**src/rtl/sfbm_pkg.sv**
```systemverilog
// package for the stereo frame fifo with block meter
// holds sizes, beat structs, the controller state type and the command/status structs
// no dependencies
package sfbm_pkg;

  localparam int RING_FRAMES = 2048;
  localparam int BLOCK_SIZE  = 64;   // power of two: the mean is a shift

  localparam int PTR_W      = $clog2(RING_FRAMES);
  localparam int SAMPLE_W   = 16;
  localparam int FILL_W     = 11;
  localparam int METER_W    = 16;
  localparam int MAG_W      = SAMPLE_W;
  localparam int SQ_W       = 2 * MAG_W;
  localparam int BLOCK_LOG2 = $clog2(BLOCK_SIZE);
  localparam int SUM_W      = SQ_W + BLOCK_LOG2;
  localparam int CNT_W      = (BLOCK_LOG2 > 0) ? BLOCK_LOG2 : 1;
  localparam int ROOT_W     = SQ_W / 2;
  localparam int ROOT_CNT_W = $clog2(ROOT_W + 1);

  localparam logic ACT_PUSH   = 1'b0;
  localparam logic ACT_TICK   = 1'b1;
  localparam logic ROOT_LEFT  = 1'b0;
  localparam logic ROOT_RIGHT = 1'b1;

  typedef struct packed {
    logic                       action;
    logic signed [SAMPLE_W-1:0] left_sample;
    logic signed [SAMPLE_W-1:0] right_sample;
  } in_item_t;

  typedef struct packed {
    logic signed [SAMPLE_W-1:0] out_left;
    logic signed [SAMPLE_W-1:0] out_right;
    logic                       underrun;
    logic                       push_refused;
    logic [FILL_W-1:0]          fill_frames;
    logic                       block_done;
    logic [METER_W-1:0]         rms_left;
    logic [METER_W-1:0]         rms_right;
    logic [METER_W-1:0]         peak_left;
    logic [METER_W-1:0]         peak_right;
  } out_item_t;

  typedef enum logic [3:0] {
    S_IDLE,
    S_PUSH,
    S_TICK,
    S_ACC,
    S_ROOT_L,
    S_WAIT_L,
    S_ROOT_R,
    S_WAIT_R,
    S_CLOSE,
    S_EMIT
  } state_t;

  typedef struct packed {
    logic accept;
    logic do_push;
    logic do_tick;
    logic root_go;
    logic root_sel;
    logic cap_l;
    logic cap_r;
    logic close;
    logic emit;
    logic emit_held;
  } ctrl_cmd_t;

  typedef struct packed {
    logic out_free;
    logic closing;
    logic root_busy;
  } dp_status_t;

endpackage

```
**src/rtl/sfbm_ctrl.sv**
```systemverilog
// controller state machine: sequences push, tick, block close and result beats
// uses sfbm_pkg for the state type and the command/status structs
module sfbm_ctrl (
  input  logic                 clk,
  input  logic                 rst_n,
  input  logic                 in_valid,
  input  logic                 in_action,
  output logic                 in_stall,
  input  sfbm_pkg::dp_status_t status,
  output sfbm_pkg::ctrl_cmd_t  cmd
);
  import sfbm_pkg::*;

  state_t state_r, state_nxt;

  always_comb begin
    state_nxt = state_r;
    case (state_r)
      S_IDLE: begin
        if (in_valid) begin
          state_nxt = (in_action == ACT_TICK) ? S_TICK : S_PUSH;
        end
      end
      S_PUSH: begin
        if (status.out_free) begin
          state_nxt = S_IDLE;
        end
      end
      S_TICK: begin
        if (status.closing) begin
          state_nxt = S_ACC;
        end else if (status.out_free) begin
          state_nxt = S_IDLE;
        end
      end
      S_ACC:    state_nxt = S_ROOT_L;
      S_ROOT_L: state_nxt = S_WAIT_L;
      S_WAIT_L: begin
        if (!status.root_busy) begin
          state_nxt = S_ROOT_R;
        end
      end
      S_ROOT_R: state_nxt = S_WAIT_R;
      S_WAIT_R: begin
        if (!status.root_busy) begin
          state_nxt = S_CLOSE;
        end
      end
      S_CLOSE:  state_nxt = S_EMIT;
      S_EMIT: begin
        if (status.out_free) begin
          state_nxt = S_IDLE;
        end
      end
      default:  state_nxt = S_IDLE;
    endcase
  end

  always_comb begin
    cmd = '0;
    case (state_r)
      S_IDLE: cmd.accept = in_valid;
      S_PUSH: begin
        cmd.do_push = status.out_free;
        cmd.emit    = status.out_free;
      end
      S_TICK: begin
        // the closing tick is taken at once, its beat goes out after the roots
        cmd.do_tick = status.closing || status.out_free;
        cmd.emit    = !status.closing && status.out_free;
      end
      S_ROOT_L: begin
        cmd.root_go  = 1'b1;
        cmd.root_sel = ROOT_LEFT;
      end
      S_WAIT_L: cmd.cap_l = !status.root_busy;
      S_ROOT_R: begin
        cmd.root_go  = 1'b1;
        cmd.root_sel = ROOT_RIGHT;
      end
      S_WAIT_R: cmd.cap_r = !status.root_busy;
      S_CLOSE:  cmd.close = 1'b1;
      S_EMIT: begin
        cmd.emit      = status.out_free;
        cmd.emit_held = 1'b1;
      end
      default:  cmd = '0;
    endcase
  end

  assign in_stall = (state_r != S_IDLE);

  always_ff @(posedge clk) begin
    if (!rst_n) begin
      state_r <= S_IDLE;
    end else begin
      state_r <= state_nxt;
    end
  end

endmodule

```
**config.mk**
```make
export PLATFORM = sky130hd
export DESIGN_NAME = sfbm_ctrl
export DESIGN_NICKNAME = d
export VERILOG_FILES = /design/src/rtl/sfbm_pkg.sv /design/src/rtl/sfbm_ctrl.sv
export SDC_FILE = /design/constraint.sdc
export NUM_CORES = 1
export LEC_CHECK = 0
export BUFFER_PORTS_ARGS = -buffer_cell sky130_fd_sc_hd__buf_2
export CAP_MARGIN = 20
export CORE_AREA = 8 8 45 47
export CTS_BUF_LIST = sky130_fd_sc_hd__clkbuf_2 sky130_fd_sc_hd__clkbuf_4 sky130_fd_sc_hd__clkbuf_8
export DETAILED_ROUTE_END_ITERATION = 16
export DIE_AREA = 0 0 53 55
export GPL_TIMING_DRIVEN = 0
export PLACE_DENSITY = 0.59
export SYNTH_ARGS = -nofsm -noshare
export SYNTH_HDL_FRONTEND = slang
export SYNTH_SLANG_ARGS = --single-unit
```
**constraint.sdc**
```tcl
create_clock -name clk -period 1.2 [get_ports clk]
set_input_delay 0.06 -clock clk [delete_from_list [all_inputs] [get_ports clk]]
set_output_delay 0.06 -clock clk [all_outputs]
set_load 0.005 [all_outputs]
```
==> metrics.md, run 1 <==
| Metric | Value |
|---|---|
| Post-Synth Adder-Cell Area | `0` |
| Clock root cell | `clkbuf_4` |
| Post-synth ARST share | `0` |
| Register-to-Register Path Depth | `5` |
| Mapped Nets | `60` |
| Mapped Area | `slightly above 400 um2` |
| Distinct cells, synth | `30` |
| Multi-input gate area | `382 um2` |
| Worst setup EP type | `primary output` |
| Biggest regs | `state_r: 4 flops` |
| # DRC | `0` |
| Max-slew headroom | `0.805` |
| Max FFs per register | `4` |
| Area after DPL | `~520 um2` |
| Final Total Pwr | `~0.69 mW` |
| Setup TNS | `-1.02 ns` |
| Period utilization | `1.11` |
| GRT overflow | `0` |
| XOR/XNOR Fraction of Synth Area | `0.0213` |
| DR top layer | `met4` |
| Core area | `1380 um2` |
| Switching Fraction | `0.337` |
| Static Leakage | `0.363 nW` |
| Most frequent cells in the layout | `buf_2 (16), buf_4 (13), buf_6 (9)` |
| Layout Skew | `0.00417 ns` |
| Syn avg cell area | `7.74 um2` |
| ANT cells | `0` |
| WL met2 | `899 um` |
| Global-route wire length before repair | `2.40 mm` |
| Syn Inst Count | `53` |
| WL per Instance | `around 16 um` |
| Via Count | `569` |
| First-pass detailed-route iteration total | `4` |
| CP arrival | `1.27 ns` |
| Failing checks | `negative setup slack` |
| Final Max Tran Viols | `0` |
| P_int | `0.461 mW` |
| Post-CTS Hold Buffers | `0` |
| Switch Pwr | `0.234 mW` |
| Ys flop type | `dfxtp_1` |
| Sequential-to-total area share from yosys stat | `0.195` |
| DRT met1 WL | `between 600 and 700 um` |
| Total die area | `2920 um2` |
| Power per cell area | `848 nW/um2` |
| Largest net degree at the start of global routing | `11` |
| Worst-path clk slew | `0.04 ns` |
| Num CTS Buffers | `3` |
| Initial antenna violation count | `0` |
| DR iter-0 viols | `38` |
| Final Hold Vio Count | `0` |
| Row cnt | `14` |
| Clk buf depth | `2` |
| Die height | `55 um` |
| Final Critical Period | `between 1 and 1.5 ns` |
| CP Launch Type | `flip-flop` |
| Hold crit path type | `input pin to flip-flop` |
| Clock Latency Late Sink | `0.23 ns` |
| Met3 WL post-DR | `132 um` |
| # IOs | `18` |
| Crit-path max FO | `4` |
| Area delta synth->final | `99.7%` |
| Largest family of logic cells by synthesized area | `simple AND/OR/NAND/NOR gates` |
| Seq pwr share | `0.232` |
| Final wirelength | `roughly 1.7 mm` |
| CTS tree | `yes` |
| Synth warn | `0` |
| Status | `finished, violations left` |
| Layout cells sized above 1 | `0.700` |
| Top reg by flops | `state_r` |
| Post-DP HPWL | `892 um` |
| Filler Cell Count | `105` |
| PortBufs | `17` |
| Chip width | `53 um` |
| Gpl congestion | `approximately 0.78` |
| Final nets | `99` |
| CTS sink count | `4` |
| Gr usage total | `0.108` |
| Post-route design area | `820 um2` |
| EDFF count, synth | `0` |
| Commonest non-fill, non-tap cell in the layout | `buf_2` |
| MaxCap Viol Count | `0` |
| Peak supply drop | `506 uV` |
| Worst slew pin tran | `0.290 ns` |
| Data required time of the worst path | `~1.1 ns` |
| Yosys reg bits | `4` |
| Hold Path Depth | `3` |
| Combinational share of power | `0.534` |
| Compound-Gate Fraction of Synth Area | `0.216` |
| Final worst setup slack | `-0.131 ns` |
| Antenna viol nets, final | `0` |
| Multiplexer share of the synthesized area | `0.0244` |
| FMAX | `about 750 MHz` |
| H-tree levels | `1` |
| Setup CP Type | `flip-flop to primary output` |
| RSZ-0062 raised after global routing | `yes` |
| Clk pwr share | `0.234` |
| Vias in the first global route | `545` |
| Starting density of the core | `0.297` |
| Setup violators final | `13` |
| Drt via density | `5.37` |
| Register area | `slightly above 90 um2` |
| Post-Synth Simple-Gate Area | `0.451` |
-- layer usage --
layer,global-route usage,up-vias
met5,0,-
met4,0.0129,0
met3,0.0401,2
met2,0.205,29
met1,0.112,267
li1,-,271
-- through the flow --
step,setup slack (ns),hold slack [ns],util,std cells
floorplan,0.0157,0.151,-,53
finish,-0.131,0.126,0.592,106
detailed placement,-0.0737,0.374,0.373,86
global placement,-0.0586,0.369,0.373,86
CTS,-0.164,0.116,0.538,102
global route,-0.207,0.114,0.592,106
-- repair_timing --
action / in CTS / in global routing
resized for setup: 26 / 10
pin swaps: 13 / 9
setup endpoints to repair: 14 / 15
cloned: 0 / 0
hold endpoints to repair: 0 / 0
setup buffers: 13 / 5
-- cells in the mapped netlist, types with 2 or more instances --
master    count  area share
a21oi_1       5       0.061
and2_1        2       0.030
buf_2         3       0.037
dfxtp_1       4        0.20
nand2_1       3       0.027
nand2b_1      2       0.030
nand3_1       2       0.024
nand3b_1      2       0.037
nor2_1        3       0.027
nor3_1        5       0.061
nor3b_1       2       0.037
o22ai_1       2       0.030
-- critical path, stage by stage (launching register included) --
cell and delay, ns:
dfxtp_2 0.37, buf_6 0.13, buf_4 0.10, buf_4 0.11, nand2_2 0.07, nor4_4 0.11
buf_2 0.15
-- path summary, 6_finish.rpt --
check,startpoint,end,slack [ns]
max,state_r[0],cmd[4],-0.13
min reg2reg,state_r[3],state_r[2],0.72
min,rst_n,state_r[3],0.13
max reg2reg,state_r[3],state_r[0],-0.11
-- final cells by class --
cell class | count | share of cell area
inverter | 1 | 0.00458
clock buffer | 3 | 0.0275
buffer | 4 | 0.0550
sequential | 4 | 0.113
tap | 16 | 0.0244
timing repair buffer | 35 | 0.310
multi-input combinational | 43 | 0.466
-- power by group through the flow --
stage	clock network [mW]	logic, mW	registers (mW)
5_1_grt	0.184	0.393	0.163
2_1_floorplan	0	0.151	0.156
3_5_place_dp	0	0.213	0.159
4_1_cts	0.170	0.314	0.155
6_report	0.162	0.371	0.161
3_3_place_gp	0	0.211	0.158
-- kinds of logic after synthesis --
family | count (synthesis)
AND/OR/NAND/NOR | 28
AO/OA/AOI/OAI | 13
buffers and inverters | 6
multiplexers | 1
XOR/XNOR | 1
flip-flops | 4
Note: power is estimated with default switching activity, not from simulation.
==> run 2: changes to the inputs <==
--- a/config.mk
+++ b/config.mk
@@ -7,12 +7,13 @@
 export LEC_CHECK = 0
 export BUFFER_PORTS_ARGS = -buffer_cell sky130_fd_sc_hd__buf_2
 export CAP_MARGIN = 20
-export CORE_AREA = 8 8 45 47
+export CELL_PAD_IN_SITES_DETAIL_PLACEMENT = 0
+export CELL_PAD_IN_SITES_GLOBAL_PLACEMENT = 1
+export CORE_UTILIZATION = 29
 export CTS_BUF_LIST = sky130_fd_sc_hd__clkbuf_2 sky130_fd_sc_hd__clkbuf_4 sky130_fd_sc_hd__clkbuf_8
 export DETAILED_ROUTE_END_ITERATION = 16
-export DIE_AREA = 0 0 53 55
 export GPL_TIMING_DRIVEN = 0
-export PLACE_DENSITY = 0.59
+export PLACE_DENSITY = 0.75
 export SYNTH_ARGS = -nofsm -noshare
 export SYNTH_HDL_FRONTEND = slang
 export SYNTH_SLANG_ARGS = --single-unit
==> metrics.md, run 2 (synthesized netlist as in run 1, its figures left out) <==
| Metric | Value |
|---|---|
| Combinational share of power | `0.527` |
| Area delta synth->final | `90.9%` |
| Antenna viol nets, final | `0` |
| Top reg by flops | `state_r` |
| RSZ-0062 raised after global routing | `yes` |
| Die height | `39.6 um` |
| Biggest regs | `state_r: 4 flops` |
| Largest net degree at the start of global routing | `11` |
| MaxCap Viol Count | `0` |
| FMAX | `754 MHz` |
| DR iter-0 viols | `16` |
| Vias in the first global route | `between 400 and 500` |
| Finished Layout Cells | `102` |
| Num CTS Buffers | `3` |
| Register-to-Register Path Depth | `5` |
| Clock Latency Late Sink | `0.23 ns` |
| Max FFs per register | `4` |
| Worst setup EP type | `primary output` |
| Layout Skew | `0.00230 ns` |
| Final worst setup slack | `-0.126 ns` |
| Via Count | `between 500 and 600` |
| Drt via density | `5.60` |
| # DRC | `0` |
| Switching Fraction | `0.335` |
| Period utilization | `1.10` |
| Finished Core Util | `0.602` |
| Initial antenna violation count | `0` |
| Failing checks | `negative setup slack` |
| Data required time of the worst path | `1.14 ns` |
| P_int | `between 0.4 and 0.5 mW` |
| Area after DPL | `514 um2` |
| Gpl congestion | `0.729` |
| Power per cell area | `870 nW/um2` |
| Post-DP HPWL | `between 700 and 800 um` |
| Worst-path clk slew | `roughly 0.040 ns` |
| Setup CP Type | `flip-flop to primary output` |
| Crit-path max FO | `8` |
| Chip width | `39.6 um` |
| Worst slew pin tran | `0.268 ns` |
| Clk buf depth | `2` |
| Placed cell count | `85` |
| Seq pwr share | `0.231` |
| WL per Instance | `14.3 um` |
| Hold Path Depth | `3` |
| Status | `finished, violations left` |
| Final nets | `96` |
| Max-slew headroom | `0.820` |
| Total die area | `1570 um2` |
| Final Hold Vio Count | `0` |
| Post-route design area | `783 um2` |
| CP Launch Type | `flip-flop` |
| Static Leakage | `about 0.35 nW` |
| Hold crit path type | `input pin to flip-flop` |
| Row cnt | `13` |
| Peak supply drop | `approximately 460 uV` |
| CP arrival | `about 1.3 ns` |
| Register area | `just over 90 um2` |
| Layout cells sized above 1 | `0.644` |
| Multi-input gate area | `~380 um2` |
| Setup TNS | `-0.655 ns` |
| First-pass detailed-route iteration total | `4` |
| ANT cells | `0` |
| Final wirelength | `1.46 mm` |
| Starting density of the core | `0.315` |
| Most frequent cells in the layout | `buf_2 (16), buf_4 (13), buf_6 (5)` |
| Gr usage total | `0.186` |
| Post-CTS Hold Buffers | `0` |
| CTS tree | `yes` |
| Filler Cell Count | `117` |
| Clock root cell | `clkbuf_4` |
| Final Critical Period | `1.33 ns` |
| GRT overflow | `0` |
| Global-route wire length before repair | `roughly 2.0 mm` |
| PortBufs | `17` |
| Clk pwr share | `0.242` |
| CTS sink count | `4` |
| # IOs | `18` |
| Core area | `between 1000 and 1500 um2` |
| Setup violators final | `13` |
| Final Max Tran Viols | `0` |
| H-tree levels | `1` |
| Commonest non-fill, non-tap cell in the layout | `buf_2` |
| Switch Pwr | `roughly 0.23 mW` |
## run 2: changes by cell type in the layout (fill, tap and decap cells not counted), sizes merged
cell,change
buf,-3
## run 2: power by group through the flow
| stage | Combinational (mW) | Sequential [mW] | Clock (mW) |
|---|---|---|---|
| floorplan | 0.151 | 0.156 | 0 |
| global placement | 0.211 | 0.158 | 0 |
| detailed placement | 0.211 | 0.158 | 0 |
| CTS | 0.311 | 0.151 | 0.172 |
| global route | 0.388 | 0.159 | 0.180 |
| finish | 0.360 | 0.157 | 0.165 |
## run 2: final timing paths
| kind | startpoint | endpoint | slack, ns |
|---|---|---|---|
| setup / recovery | state_r[3] | cmd[1] | -0.13 |
| hold / removal | rst_n | state_r[3] | 0.12 |
| setup reg to reg | state_r[0] | state_r[1] | -0.09 |
| hold reg to reg | state_r[2] | state_r[2] | 0.66 |
## run 2: critical path, stage by stage, from the launching register on
cell	delay, ns
dfxtp_4	0.36
buf_8	0.15
nor3_4	0.14
mux2i_1	0.08
nor3b_1	0.16
buf_2	0.14
## run 2: layer usage
metal  track usage  share of wire
met5             0              0
met4        0.0431         0.0055
met3        0.0455          0.038
met2         0.316           0.51
met1         0.231           0.44
## run 2: stage by stage
stage | total power [mW] | worst slack (ns) | hold WS, ns
finish | 0.682 | -0.126 | 0.118
floorplan | 0.307 | 0.0157 | 0.151
global placement | 0.369 | -0.0754 | 0.343
CTS | 0.634 | -0.154 | 0.0984
detailed placement | 0.369 | -0.0672 | 0.346
global route | 0.728 | -0.189 | 0.115
## run 2: timing repair
item,CTS,global route
pin swaps,4,6
endpoints found under the setup margin,14,14
buffers inserted,8,8
hold endpoints to repair,0,0
gates resized for setup,19,13
## run 2: cell type report
type                       instances  area share
buffer                             4      0.0623
clock buffer                       3      0.0288
inverter                           1     0.00479
multi-input combinational         43       0.481
sequential                         4       0.118
tap                               15      0.0240
timing repair buffer              32       0.281
==> run 3: changes to the inputs <==
--- a/config.mk
+++ b/config.mk
@@ -9,6 +9,7 @@
 export CAP_MARGIN = 20
 export CELL_PAD_IN_SITES_DETAIL_PLACEMENT = 0
 export CELL_PAD_IN_SITES_GLOBAL_PLACEMENT = 1
+export CORE_MARGIN = 2
 export CORE_UTILIZATION = 29
 export CTS_BUF_LIST = sky130_fd_sc_hd__clkbuf_2 sky130_fd_sc_hd__clkbuf_4 sky130_fd_sc_hd__clkbuf_8
 export DETAILED_ROUTE_END_ITERATION = 16
==> metrics.md, run 3 (synthesized netlist as in run 1, its figures left out) <==
| Metric | Value |
|---|---|
| PortBufs | `17` |
| Finished Layout Cells | `99` |
| Worst slew pin tran | `~0.26 ns` |
| DRT met1 WL | `588 um` |
| Max-slew headroom | `0.823` |
| CP startpoint | `state_r[3]` |
| Final Hold Vio Count | `0` |
| Gpl congestion | `0.785` |
| Setup violators final | `10` |
| Largest net degree at the start of global routing | `11` |
| DR top layer | `met4` |
| Clk buf depth | `2` |
| # DRC | `0` |
| Failing checks | `negative setup slack` |
| Layout Skew | `0.00866 ns` |
| Data required time of the worst path | `1.14 ns` |
| Area delta synth->final | `82.9%` |
| Final Critical Period | `about 1.3 ns` |
| Met3 WL post-DR | `75 um` |
| Finished Core Util | `0.570` |
| CTS sink count | `4` |
| Crit-path max FO | `6` |
| Worst setup EP type | `primary output` |
| Worst-path clk slew | `about 0.04 ns` |
| Placed cell count | `85` |
| Clock Latency Late Sink | `0.24 ns` |
| Gr usage total | `0.151` |
| Num CTS Buffers | `3` |
| # IOs | `18` |
| Core area | `1320 um2` |
| DR iter-0 viols | `12` |
| First-pass detailed-route iteration total | `4` |
| Status | `finished, violations left` |
| Antenna viol nets, final | `0` |
| Global-route wire length before repair | `2.05 mm` |
| H-tree levels | `1` |
| Peak supply drop | `512 uV` |
| Die height | `41.6 um` |
| Start point of the worst hold path | `rst_n` |
| Chip width | `approximately 42 um` |
| Pre-CTS setup slack | `-0.0729 ns` |
| Final Total Pwr | `0.648 mW` |
| MaxCap Viol Count | `0` |
| FMAX | `764 MHz` |
| Setup CP Type | `flip-flop to primary output` |
| Static Leakage | `0.324 nW` |
| Final Max Tran Viols | `0` |
| Starting density of the core | `0.311` |
| Total die area | `about 1700 um2` |
| Launching point of the worst reg2reg path | `state_r[1]` |
| Setup TNS | `-0.625 ns` |
| Filler Cell Count | `118` |
| Period utilization | `1.09` |
| Final wirelength | `between 1 and 1.5 mm` |
| Power per cell area | `~860 nW/um2` |
| GRT overflow | `0` |
| Initial antenna violation count | `0` |
| Via Count | `536` |
| Most frequent cells in the layout | `buf_2 (17), buf_4 (8), buf_6 (5), a21oi_1 (5)` |
| Top reg by flops | `state_r` |
| Vias in the first global route | `489` |
| Final worst setup slack | `-0.109 ns` |
| Max FFs per register | `4` |
| Hold crit path type | `input pin to flip-flop` |
| Final nets | `93` |
| Clock root cell | `clkbuf_4` |
| Biggest regs | `state_r: 4 flops` |
| CP arrival | `about 1.3 ns` |
| CTS tree | `yes` |
| ANT cells | `0` |
| Commonest non-fill, non-tap cell in the layout | `buf_2` |
| Post-DP HPWL | `between 700 and 800 um` |
| RSZ-0062 raised after global routing | `yes` |
| WL per Instance | `approximately 13 um` |
| Drt via density | `roughly 5.4` |
| Layout cells sized above 1 | `0.595` |
| Row cnt | `13` |
| CP Launch Type | `flip-flop` |
| Post-CTS Hold Buffers | `0` |
| WL met2 | `649 um` |
[run 3: path summary, 6_finish.rpt]
kind	slack, ns	endpoint	cells after the start
setup reg to reg	-0.07	state_r[0]	5
hold reg to reg	0.68	state_r[3]	3
hold / removal	0.11	state_r[3]	3
setup / recovery	-0.11	cmd[4]	4
[run 3: worst max-delay path, stage by stage, from the launching register on]
cell and delay [ns]:
dfxtp_4 0.36, buf_6 0.14, buf_12 0.13, nor4_2 0.24, buf_2 0.15
[run 3: cell type report]
cell class                 count  area (um2)  area share
multi-input combinational     43         352       0.468
timing repair buffer          29         216       0.288
sequential                     4        92.6       0.123
buffer                         4        45.0      0.0600
clock buffer                   3        22.5      0.0300
tap                           15        18.8      0.0250
inverter                       1        3.75     0.00500
[run 3: stage by stage]
| stage | hold WS, ns | cell area, um2 |
|---|---|---|
| 6_report | 0.114 | 751 |
| 5_1_grt | 0.113 | 751 |
| 4_1_cts | 0.105 | 727 |
| 3_5_place_dp | 0.358 | 514 |
| 3_3_place_gp | 0.351 | 514 |
| 2_1_floorplan | 0.151 | 410 |
[run 3: where the power goes]
group | internal, mW | switching, mW | leakage (nW)
logic | 0.176 | 0.142 | 0.275
clock network | 0.112 | 0.0582 | 0.0138
registers | 0.143 | 0.0174 | 0.0353
total | 0.430 | 0.218 | 0.324
[run 3: layer usage]
| layer | GRT usage | vias up |
|---|---|---|
| met5 | 0 | - |
| met1 | 0.186 | 255 |
| met4 | 0.0452 | 0 |
| met2 | 0.241 | 19 |
| li1 | - | 260 |
| met3 | 0.0609 | 2 |
[run 3: what timing repair did]
item | 4_1_cts | 5_1_grt
hold endpoints to repair | 0 | 0
endpoints found under the setup margin | 13 | 15
buffers inserted | 11 | 1
resized for setup | 21 | 5
pin swaps | 8 | 8
